`src/rtl/md_pkg.sv`:
```
package md_pkg;
  localparam int WORD_BITS = 64;
  localparam int CNT_BITS = $clog2(WORD_BITS + 1);
  typedef logic [WORD_BITS-1:0] word_t;

  typedef enum logic [3:0] {
    ST_IDLE,
    ST_ROUND,
    ST_TRIAL,
    ST_DIV,
    ST_UPDATE,
    ST_PROD,
    ST_FINAL,
    ST_RED,
    ST_MUL,
    ST_DONE
  } state_t;

  typedef struct packed {
    logic load;
    logic start_round;
    logic trial;
    logic div_start;
    logic div_step;
    logic prod_start;
    logic prod_step;
    logic update;
    logic finalize;
    logic red_start;
    logic red_step;
    logic mul_start;
    logic mul_step;
    logic zero_out;
  } cmd_t;

  typedef struct packed {
    logic bot_gt1;
    logic rem_ge_bot;
    logic trial_last;
    logic cnt_done;
    logic prod_last;
  } stat_t;
endpackage

```
`src/rtl/md_if.sv`:
```
interface md_in_if (input logic clk);
  logic valid;
  logic ready;
  md_pkg::word_t value;
  md_pkg::word_t divisor_value;
  md_pkg::word_t modulus;
  modport source (output valid, value, divisor_value, modulus, input ready);
  modport sink (input valid, value, divisor_value, modulus, output ready);
endinterface

interface md_out_if (input logic clk);
  logic valid;
  logic ready;
  md_pkg::word_t quotient_mod;
  modport source (output valid, quotient_mod, input ready);
  modport sink (input valid, quotient_mod, output ready);
endinterface

```
`src/rtl/modular_division_core.sv`:
```
// The item is taken in idle. Each Euclid round then does repeated subtraction,
// or a full restoring division when the quotient is large, and a cofactor
// product; after the loop the value is reduced mod the modulus and multiplied
// by the inverse with double-and-add before the result shows.
// Throughput: one item at a time; the next is taken after the result leaves.
// Reset (rst, synchronous) returns the controller to idle; the datapath has no reset.
module modular_division_core (
  input logic clk,
  input logic rst,
  md_in_if.sink   in_ch,
  md_out_if.source out_ch
);
  import md_pkg::*;

  cmd_t cmd;
  stat_t stat;

  md_ctrl u_ctrl (
    .clk(clk), .rst(rst),
    .in_valid(in_ch.valid), .in_ready(in_ch.ready),
    .out_valid(out_ch.valid), .out_ready(out_ch.ready),
    .stat(stat), .cmd(cmd)
  );

  md_dp u_dp (
    .clk(clk), .cmd(cmd),
    .value(in_ch.value), .divisor_value(in_ch.divisor_value),
    .modulus(in_ch.modulus),
    .stat(stat), .quotient_mod(out_ch.quotient_mod)
  );
endmodule

```
`src/rtl/md_ctrl.sv`:
```
module md_ctrl (
  input  logic         clk,
  input  logic         rst,
  input  logic         in_valid,
  output logic         in_ready,
  output logic         out_valid,
  input  logic         out_ready,
  input  md_pkg::stat_t stat,
  output md_pkg::cmd_t  cmd
);
  import md_pkg::*;

  state_t state, state_next;

  always_ff @(posedge clk) begin
    if (rst) begin
      state <= ST_IDLE;
    end else begin
      state <= state_next;
    end
  end

  always_comb begin
    state_next = state;
    cmd = '0;
    in_ready = 1'b0;
    out_valid = 1'b0;
    case (state)
      ST_IDLE: begin
        in_ready = 1'b1;
        if (in_valid) begin
          cmd.load = 1'b1;
          state_next = ST_ROUND;
        end
      end
      ST_ROUND: begin
        if (stat.bot_gt1) begin
          cmd.start_round = 1'b1;
          state_next = ST_TRIAL;
        end else begin
          state_next = ST_FINAL;
        end
      end
      ST_TRIAL: begin
        if (!stat.rem_ge_bot) begin
          state_next = ST_UPDATE;
        end else if (stat.trial_last) begin
          cmd.div_start = 1'b1;
          state_next = ST_DIV;
        end else begin
          cmd.trial = 1'b1;
        end
      end
      ST_DIV: begin
        cmd.div_step = 1'b1;
        if (stat.cnt_done) state_next = ST_UPDATE;
      end
      ST_UPDATE: begin
        cmd.prod_start = 1'b1;
        state_next = ST_PROD;
      end
      // Accumulate the cofactor product; commit on the last multiplier byte.
      ST_PROD: begin
        cmd.prod_step = 1'b1;
        if (stat.prod_last) begin
          cmd.update = 1'b1;
          state_next = ST_ROUND;
        end
      end
      ST_FINAL: begin
        cmd.finalize = 1'b1;
        cmd.red_start = 1'b1;
        state_next = ST_RED;
      end
      ST_RED: begin
        cmd.red_step = 1'b1;
        if (stat.cnt_done) begin
          cmd.mul_start = 1'b1;
          state_next = ST_MUL;
        end
      end
      ST_MUL: begin
        cmd.mul_step = 1'b1;
        if (stat.cnt_done) state_next = ST_DONE;
      end
      ST_DONE: begin
        out_valid = 1'b1;
        if (out_ready) state_next = ST_IDLE;
      end
      default: state_next = ST_IDLE;
    endcase
  end
endmodule

```
`src/rtl/md_dp.sv`:
```
module md_dp (
  input  logic          clk,
  input  md_pkg::cmd_t  cmd,
  input  md_pkg::word_t value,
  input  md_pkg::word_t divisor_value,
  input  md_pkg::word_t modulus,
  output md_pkg::stat_t stat,
  output md_pkg::word_t quotient_mod
);
  import md_pkg::*;

  word_t top, bot, rem, c1, c2, m, v, mult, inv, acc, xr;
  word_t dq, dr;
  logic odd, mzero;
  logic [3:0] trials;
  logic [CNT_BITS-1:0] cnt;

  // Restoring divider step: one quotient bit per cycle.
  logic [WORD_BITS:0] dr_sh;
  logic [WORD_BITS:0] dr_sub;
  assign dr_sh = {dr, dq[WORD_BITS-1]};
  assign dr_sub = dr_sh - {1'b0, bot};

  // Modular add helpers for reduction and double-and-add.
  function automatic word_t add_mod(word_t x, word_t y, word_t mm);
    word_t d;
    d = mm - y;
    if (x >= d) return x - d;
    return x + y;
  endfunction

  word_t dbl, dbl_add, red_sh;
  assign dbl = add_mod(acc, acc, m);
  assign dbl_add = add_mod(dbl, xr, m);
  // Reduce v mod m bit-serially: acc = 2*acc + bit, compare.
  logic [WORD_BITS:0] red_w;
  assign red_w = {acc, v[WORD_BITS-1]};
  assign red_sh = (red_w >= {1'b0, m}) ? WORD_BITS'(red_w - {1'b0, m})
                                        : red_w[WORD_BITS-1:0];

  // Cofactor product mult * c1 + c2, one multiplier byte per cycle.
  word_t pacc, pc, q_new;
  logic [WORD_BITS+7:0] pp;
  assign pp = pc * mult[7:0];
  assign q_new = pacc + pp[WORD_BITS-1:0];

  assign stat.bot_gt1 = bot > word_t'(1);
  assign stat.rem_ge_bot = rem >= bot;
  assign stat.trial_last = trials == 4'd8;
  assign stat.cnt_done = cnt == CNT_BITS'(WORD_BITS - 1);
  assign stat.prod_last = (mult >> 8) == '0;
  assign quotient_mod = mzero ? '0 : acc;

  always_ff @(posedge clk) begin
    if (cmd.load) begin
      top <= modulus;
      bot <= divisor_value;
      m <= modulus;
      v <= value;
      mzero <= modulus == '0;
      c1 <= word_t'(1);
      c2 <= '0;
      odd <= 1'b0;
    end
    if (cmd.start_round) begin
      rem <= top - bot;
      mult <= word_t'(1);
      trials <= '0;
    end
    if (cmd.trial) begin
      rem <= rem - bot;
      mult <= mult + word_t'(1);
      trials <= trials + 4'd1;
    end
    if (cmd.div_start) begin
      dq <= top;
      dr <= '0;
      cnt <= '0;
    end
    if (cmd.div_step) begin
      cnt <= cnt + CNT_BITS'(1);
      if (!dr_sub[WORD_BITS]) begin
        dr <= dr_sub[WORD_BITS-1:0];
        dq <= {dq[WORD_BITS-2:0], 1'b1};
      end else begin
        dr <= dr_sh[WORD_BITS-1:0];
        dq <= {dq[WORD_BITS-2:0], 1'b0};
      end
      if (stat.cnt_done) begin
        mult <= {dq[WORD_BITS-2:0], !dr_sub[WORD_BITS]};
        rem <= !dr_sub[WORD_BITS] ? dr_sub[WORD_BITS-1:0] : dr_sh[WORD_BITS-1:0];
      end
    end
    if (cmd.prod_start) begin
      pacc <= c2;
      pc <= c1;
    end
    if (cmd.prod_step) begin
      pacc <= q_new;
      pc <= pc << 8;
      mult <= mult >> 8;
    end
    if (cmd.update) begin
      c1 <= q_new;
      c2 <= c1;
      top <= bot;
      bot <= rem;
      odd <= !odd;
    end
    if (cmd.finalize) begin
      inv <= odd ? m - c1 : c1;
    end
    if (cmd.red_start) begin
      acc <= '0;
      cnt <= '0;
    end
    if (cmd.red_step) begin
      if (cmd.mul_start) begin
        xr <= red_sh;
        acc <= '0;
        cnt <= '0;
      end else begin
        acc <= red_sh;
        v <= {v[WORD_BITS-2:0], 1'b0};
        cnt <= cnt + CNT_BITS'(1);
      end
    end
    if (cmd.mul_step) begin
      acc <= inv[WORD_BITS-1] ? dbl_add : dbl;
      inv <= {inv[WORD_BITS-2:0], 1'b0};
      cnt <= cnt + CNT_BITS'(1);
    end
  end
endmodule

```
`src/flat_wrapper.sv`:
```
// flat-port wrapper written by rule: the top's interface ports become plain ports
module modular_division_core_flat import md_pkg::*;
  (clk, rst, in_ch_valid, in_ch_value, in_ch_divisor_value, in_ch_modulus, in_ch_ready, out_ch_valid, out_ch_quotient_mod, out_ch_ready);
  md_in_if in_ch_i (.clk(clk));
  md_out_if out_ch_i (.clk(clk));
  input logic clk;
  input logic rst;
  input wire logic [$bits(in_ch_i.valid)-1:0] in_ch_valid;
  input wire logic [$bits(in_ch_i.value)-1:0] in_ch_value;
  input wire logic [$bits(in_ch_i.divisor_value)-1:0] in_ch_divisor_value;
  input wire logic [$bits(in_ch_i.modulus)-1:0] in_ch_modulus;
  output wire logic [$bits(in_ch_i.ready)-1:0] in_ch_ready;
  output wire logic [$bits(out_ch_i.valid)-1:0] out_ch_valid;
  output wire logic [$bits(out_ch_i.quotient_mod)-1:0] out_ch_quotient_mod;
  input wire logic [$bits(out_ch_i.ready)-1:0] out_ch_ready;
  assign in_ch_i.valid = in_ch_valid;
  assign in_ch_i.value = in_ch_value;
  assign in_ch_i.divisor_value = in_ch_divisor_value;
  assign in_ch_i.modulus = in_ch_modulus;
  assign in_ch_ready = in_ch_i.ready;
  assign out_ch_valid = out_ch_i.valid;
  assign out_ch_quotient_mod = out_ch_i.quotient_mod;
  assign out_ch_i.ready = out_ch_ready;
  modular_division_core u_core (.clk(clk), .rst(rst), .in_ch(in_ch_i), .out_ch(out_ch_i));
endmodule
```
`config.mk`:
```
export PLATFORM = sky130hd
export DESIGN_NAME = modular_division_core_flat
export DESIGN_NICKNAME = d
export VERILOG_FILES = /design/src/rtl/md_pkg.sv /design/src/rtl/md_if.sv /design/src/rtl/modular_division_core.sv /design/src/rtl/md_ctrl.sv /design/src/rtl/md_dp.sv /design/src/flat_wrapper.sv
export SDC_FILE = /design/constraint.sdc
export NUM_CORES = 2
export LEC_CHECK = 0
export BUFFER_PORTS_ARGS = -buffer_cell sky130_fd_sc_hd__buf_2
export CAP_MARGIN = 25
export CORE_MARGIN = 2
export CORE_UTILIZATION = 55
export DETAILED_ROUTE_END_ITERATION = 16
export PLACE_DENSITY = 0.69
export SLEW_MARGIN = 20
export SYNTH_ARGS = -nofsm -noshare
export SYNTH_HDL_FRONTEND = slang
export SYNTH_SLANG_ARGS = --single-unit
```
`constraint.sdc`:
```
create_clock -name clk -period 32.6 [get_ports clk]
set_input_delay 4.89 -clock clk [delete_from_list [all_inputs] [get_ports clk]]
set_output_delay 4.89 -clock clk [all_outputs]
set_load 0.1 [all_outputs]
```
* Yosys cells after proc, flatten, opt, wreduce, memory -nomap -nowiden *
Index checks and enable logic that the tools add are counted.
Widths: inputs -> output; s select.

storage, ports and cells
  logic and storage cells = 160
  output and inout port bits = 66
  flip-flop bits (word level) = 977

cells by class
  multipliers = 1
  multiplexer cells = 84
  reduce and logical (&&, ||, !) cells = 14
  $lt $le $gt $ge = 5
  equal/unequal tests = 18
  $add $sub $neg = 15

operators with widths
  operator               count
  $mux 64                42
  $sub 64x64->64         8
  $add 64x64->64         3
  $ge 64x64->1           3
  $logic_not 64->1       2
  $ge 65x64->1           1
  $sub 65x64->65         1
  $add 64x1->64 const B  1
  $gt 64x1->1 const B    1
  $mul 64x8->64          1
  $mux 56                1
  $mux 7                 6
  $mux 4                 10
  $pmux 4 s10            1
  $mux 1                 18
  $eq 4x3->1 const B     4
  $eq 4x4->1 const B     3
  $mux 2                 5
  $reduce_bool 2->1      5
  $eq 4x2->1 const B     2
  $ne 2x1->1 const B     4
  $add 7x1->7 const B    1
  $eq 7x6->1 const B     1
  $reduce_and 7->1       1
  10 further kinds       12

* Logic depth before layout (Yosys ltp) *
  depth after elaboration = 9
  depth in mapped cells = 56

* Hierarchy *
A second synthesis with hierarchy kept.

second synthesis, totals
  cells, all modules = 10797
  area total of the unflattened synthesis = 95386.5 um^2

modules (own cells, without submodules)
  module   instances  sequential area each (um^2)  cells an instance  area each (um^2)
  md_dp    1          27206.1                      10733              94918.5
  md_ctrl  1          80.1                         64                 467.9

* Least setup slack after synthesis *
Ideal clock, no wire load.

  path kind = in2reg
  start point = input port in_ch_valid
  end point = register u_core.u_dp.bot[0] (enable)
  data arrival time = 13.460 ns
  stages on the path = 4
  required time = 31.942 ns
  buffers on the path = 2
  path slack = 18.482 ns
  path through = and2_1 -> clkbuf_1 -> clkbuf_1 -> nand2b_1

RTL lines
  item                    RTL line           RTL
  start: declaration      flat_wrapper.sv:8  input wire logic [$bits(in_ch_i.valid)-1:0] in_ch_valid;
  end signal: assignment  md_dp.sv:57        bot <= divisor_value;
  end signal: assignment  md_dp.sv:107       bot <= rem;
  end: declaration        md_dp.sv:12        word_t top, bot, rem, c1, c2, m, v, mult, inv, acc, xr;

* Worst setup path after layout *
  start point = register u_core.u_dp.acc[1]
  end point = register u_core.u_dp.acc[33] (data pin)

on the way
  cells in the longest elaborated chain, start to end = 9
  elaborated cells on any way between the ends = 20

RTL lines
  item                                            RTL line      RTL
  start: declaration                              md_dp.sv:12
  start signal: assignment                        md_dp.sv:123  acc <= red_sh;
  start signal: assignment                        md_dp.sv:129  acc <= inv[WORD_BITS-1] ? dbl_add : dbl;
  $sub 64x64->64                                  md_dp.sv:27   d = mm - y;
  $sub 64x64->64 or $ge 64x64->1 (tied branches)  md_dp.sv:28   if (x >= d) return x - d;
  $mux 64 or $mux 1 (tied branches)               md_dp.sv:28
  $mux 64                                         md_dp.sv:29   return x + y;
  $sub 64x64->64 or $ge 64x64->1 (tied branches)  md_dp.sv:28
  $mux 64 or $mux 1 (tied branches)               md_dp.sv:28
  $mux 64                                         md_dp.sv:29
  $mux 64                                         md_dp.sv:129
  $mux 64 *                                       md_dp.sv:128  if (cmd.mul_step) begin

Every way passes the cells marked *; elsewhere a longest branch is shown, timed or not. The select of a mux whose other input is x is not followed.
A chain may end at the register's enable or synchronous reset.

==> flow_results.org <==
** CTS
- In this run the number of H-tree levels came out at 3.
- Once the clock tree was built, the setup fixing pass inserted 0 buffers.
- Clock net sink count :: 977
- Worst-Skew Late Latency :: 0.80 ns
- After clock tree synthesis, the clock-pin slew on the worst setup and hold paths is 0.07 ns.
- In this run, CTS created clock tree buffers numbering 114.
- The root buffer cell chosen for the clock tree is sky130_fd_sc_hd__clkbuf_16.
- After clock tree synthesis, the flow added hold-fix buffers numbering 0.
- Longest Clk Path Bufs :: 3
- Resize count post-CTS :: 0
- TritonCTS built the clock tree.

** Layout
- Fraction of final layout cells with drive strength greater than 1 :: 0.0651
- Compared with the post-synthesis result, the final layout area differs by 7.59%.
- Area occupied by multi-input gates :: 61600 um2
- The library cell used most frequently in the layout, excluding fill and tap cells, is sky130_fd_sc_hd__nand2_1.
- Flip-flop and latch area :: 27300 um2
- Total of fill cells in the finished design :: 15139
- Final-stage net count :: 12438
- In the layout the commonest cells are sky130_fd_sc_hd__nand2_1 (1600), sky130_fd_sc_hd__inv_1 (948), sky130_fd_sc_hd__o21ai_0 (901), sky130_fd_sc_hd__nor2_1 (813), sky130_fd_sc_hd__a21oi_1 (798).

** Setup path
- Category of the worst setup path capture point :: flop
- Delay of the slowest cell on the worst path :: 0.62 ns
- Startpoint class of the critical path :: flop
- At the worst endpoint, the required time is 33.24 ns.
- The critical path in this run is classified as flop to flop.
- CP Data Arrival Time :: 14.66 ns
- Crit path max-delay cell type :: sky130_fd_sc_hd__or4b_2
- CP max FO :: 49

** Routing
- Total Wirelength :: 344 mm
- The detailed router placed 85222 vias in this run.
- Drt initial violations :: 8894
- Dividing the detail-routed wire length by the instance count gives 25.6 um.
- Number of nets with antenna violations after detailed routing :: 0
- After detailed routing, the number of vias per cell comes to 6.33.
- Residual DRC count :: 0
- Length of the first detailed-routing pass in iterations :: 6

** STA
- Measured against its own limit, the worst slew margin works out to 0.209.
- Total negative slack for setup checks :: 0 ns
- The final number of hold-violating endpoints was 0.
- Between clock sinks in the finished design, the worst skew comes to 0.0425 ns.
- Total setup violations reported at the end of the flow :: 0
- Slew at the pin with the worst max-slew slack :: 1.18 ns
- Final min period :: 14.03 ns
- Setup repair after global routing left no endpoint under its margin.
- In the finished design, the share of the clock period the worst path needs comes to 0.430.
- For this run, the top clock speed supported by timing is 71.3 MHz.
- Max Transition Viols Final :: 0

** Floorplanning
- Area enclosed by the die boundary :: 175000 um2
- Pin placement for this block handled 262 I/O pins.
- Initial core utilization :: 0.555
- In this run the vertical extent of the chip is 418 um.
- Horizontal die dimension :: 418 um
- Core Region :: 170000 um2
- Floorplan row count :: 151

** Global route
- Pin count of the biggest net entering global routing :: 130
- Wire length of the first global-routing pass :: 512 mm
- Total GRT Usage :: 0.386
- The initial antenna violation count was 18.
- Via count of the first global-routing pass :: 82401
- Total congestion overflow :: 0

** Synth
- After technology mapping, the gate count stands at 11153.
- Warnings, synthesis :: 0
- In this run, synthesis inferred 772 flip-flops with an integrated enable.
- Syn avg cell area :: 8.44 um2
- Top FF cell, synth :: sky130_fd_sc_hd__edfxtp_1
- Part of the Yosys area used for sequential elements :: 0.290
- Distinct cells, synth :: 112
- Cell Area, Synth :: 94200 um2
- For this run, asynchronously set or reset flops after synthesis account for 0.
- In this run, synthesis produced a sequential element count of 977.
- The number of nets handed over by synthesis was 12460.

** Placed design
- Count of input and output buffers :: 261
- The HPWL after detailed placement is 266 mm.
- Final GP Congestion :: 1.04

** Run
- Max-Cap Viols :: 0

** Worst hold path
- Path category of the worst min-delay check :: flop to flop

** Outcome
- Run status :: finished, final reports clean
[critical path, delay by kind of cell (launching register included)]
kind,cells,cell delay (ns)
compound gates,30,7.73
fa+ha+maj,3,0.96
buf+inv,5,2.10
flops,1,0.51
simple gates,8,2.47
[state kept, by name (all words and copies together) (netlist names)]
signal	cells
u_core.u_dp.acc	64
u_core.u_dp.bot	64
u_core.u_dp.c1	64
u_core.u_dp.c2	64
u_core.u_dp.dq	64
u_core.u_dp.dr	64
u_core.u_dp.inv	64
u_core.u_dp.m	64
u_core.u_dp.mult	64
u_core.u_dp.pacc	64
u_core.u_dp.pc	64
u_core.u_dp.rem	64
u_core.u_dp.top	64
u_core.u_dp.v	64
u_core.u_dp.xr	64
u_core.u_dp.cnt	7
u_core.u_ctrl.state	4
u_core.u_dp.trials	4
u_core.u_dp.mzero	1
u_core.u_dp.odd	1
[through the flow]
step           area (um2)  setup slack [ns]   util  std cells  hold WS (ns)
2_1_floorplan       94200             18.48      -      11153         0.424
6_report           101000             18.57  0.597      13462         0.452
3_3_place_gp        97300             18.95  0.573      13229         0.431
3_5_place_dp        97300             18.90  0.574      13231         0.440
4_1_cts            101000             18.81  0.597      13448         0.457
5_1_grt            101000             17.78  0.597      13453         0.477
[kinds of logic after synthesis]
| kind of cell | synth area share |
|---|---|
| simple gates | 0.173 |
| compound gates | 0.203 |
| buf+inv | 0.0586 |
| fa+ha+maj | 0.182 |
| flops | 0.290 |
| xor+xnor | 0.0618 |
| mux | 0.0316 |
[cell type report]
class,count,area share
Antenna cell,12,0.000296
Clock buffer,144,0.0306
Clock inverter,73,0.00841
Inverter,950,0.0352
Multi-Input combinational cell,8723,0.608
Sequential cell,977,0.269
Tap cell,2218,0.0274
Timing Repair Buffer,365,0.0210
[synthesized netlist by cell type, types with 19 or more instances]
cell type	instances	area share
sky130_fd_sc_hd__nand2_1	1606	0.064
sky130_fd_sc_hd__inv_1	950	0.038
sky130_fd_sc_hd__o21ai_0	902	0.048
sky130_fd_sc_hd__nor2_1	821	0.033
sky130_fd_sc_hd__a21oi_1	800	0.043
sky130_fd_sc_hd__edfxtp_1	772	0.25
sky130_fd_sc_hd__ha_1	693	0.092
sky130_fd_sc_hd__clkbuf_1	438	0.017
sky130_fd_sc_hd__fa_1	418	0.089
sky130_fd_sc_hd__a21o_1	410	0.033
sky130_fd_sc_hd__xnor2_1	394	0.037
sky130_fd_sc_hd__xor2_1	266	0.025
sky130_fd_sc_hd__mux2i_1	264	0.028
sky130_fd_sc_hd__and2_1	229	0.015
sky130_fd_sc_hd__dfxtp_1	205	0.044
sky130_fd_sc_hd__nand3_1	157	0.0083
sky130_fd_sc_hd__o211ai_1	141	0.011
sky130_fd_sc_hd__nand4_1	124	0.0082
sky130_fd_sc_hd__nand2b_1	115	0.0076
sky130_fd_sc_hd__nor2b_1	109	0.0072
sky130_fd_sc_hd__nor3_1	106	0.0056
sky130_fd_sc_hd__o21bai_1	106	0.0085
sky130_fd_sc_hd__and3_1	100	0.0066
sky130_fd_sc_hd__o21a_1	91	0.0073
sky130_fd_sc_hd__nor4_1	78	0.0052
sky130_fd_sc_hd__a211oi_1	68	0.0054
sky130_fd_sc_hd__a31oi_1	68	0.0045
sky130_fd_sc_hd__o31ai_1	42	0.0033
sky130_fd_sc_hd__buf_1	38	0.0015
sky130_fd_sc_hd__or3_1	35	0.0023
sky130_fd_sc_hd__or2_2	34	0.0023
sky130_fd_sc_hd__a21boi_0	33	0.0026
sky130_fd_sc_hd__o311ai_0	30	0.0028
sky130_fd_sc_hd__mux2_2	28	0.0033
sky130_fd_sc_hd__o21ai_1	25	0.0013
sky130_fd_sc_hd__o22ai_1	25	0.0017
sky130_fd_sc_hd__a211o_1	23	0.0021
sky130_fd_sc_hd__buf_2	21	0.0011
sky130_fd_sc_hd__a31o_2	20	0.0019
sky130_fd_sc_hd__a221o_1	19	0.0020
sky130_fd_sc_hd__and4_1	19	0.0018
[routing by layer]
metal,routed length [um],track usage,vias to the layer above
li1,-,-,39059
met1,137000,0.494,41262
met2,153000,0.605,4051
met3,29900,0.0699,846
met4,24400,0.238,4
met5,21,0,-
[path summary, 6_finish.rpt]
kind | from | end | slack, ns | cells past startpoint
max | u_core.u_dp.acc[1] | u_core.u_dp.acc[33] | 18.57 | 46
min | u_core.u_dp.v[27] | u_core.u_dp.v[28] | 0.45 | 2
max reg2reg | u_core.u_dp.acc[1] | u_core.u_dp.acc[33] | 18.57 | 46
min reg2reg | u_core.u_dp.v[27] | u_core.u_dp.v[28] | 0.45 | 2
Power is not shown: default switching activity piles up to over one toggle a cycle in this logic, so the estimate is an artifact.
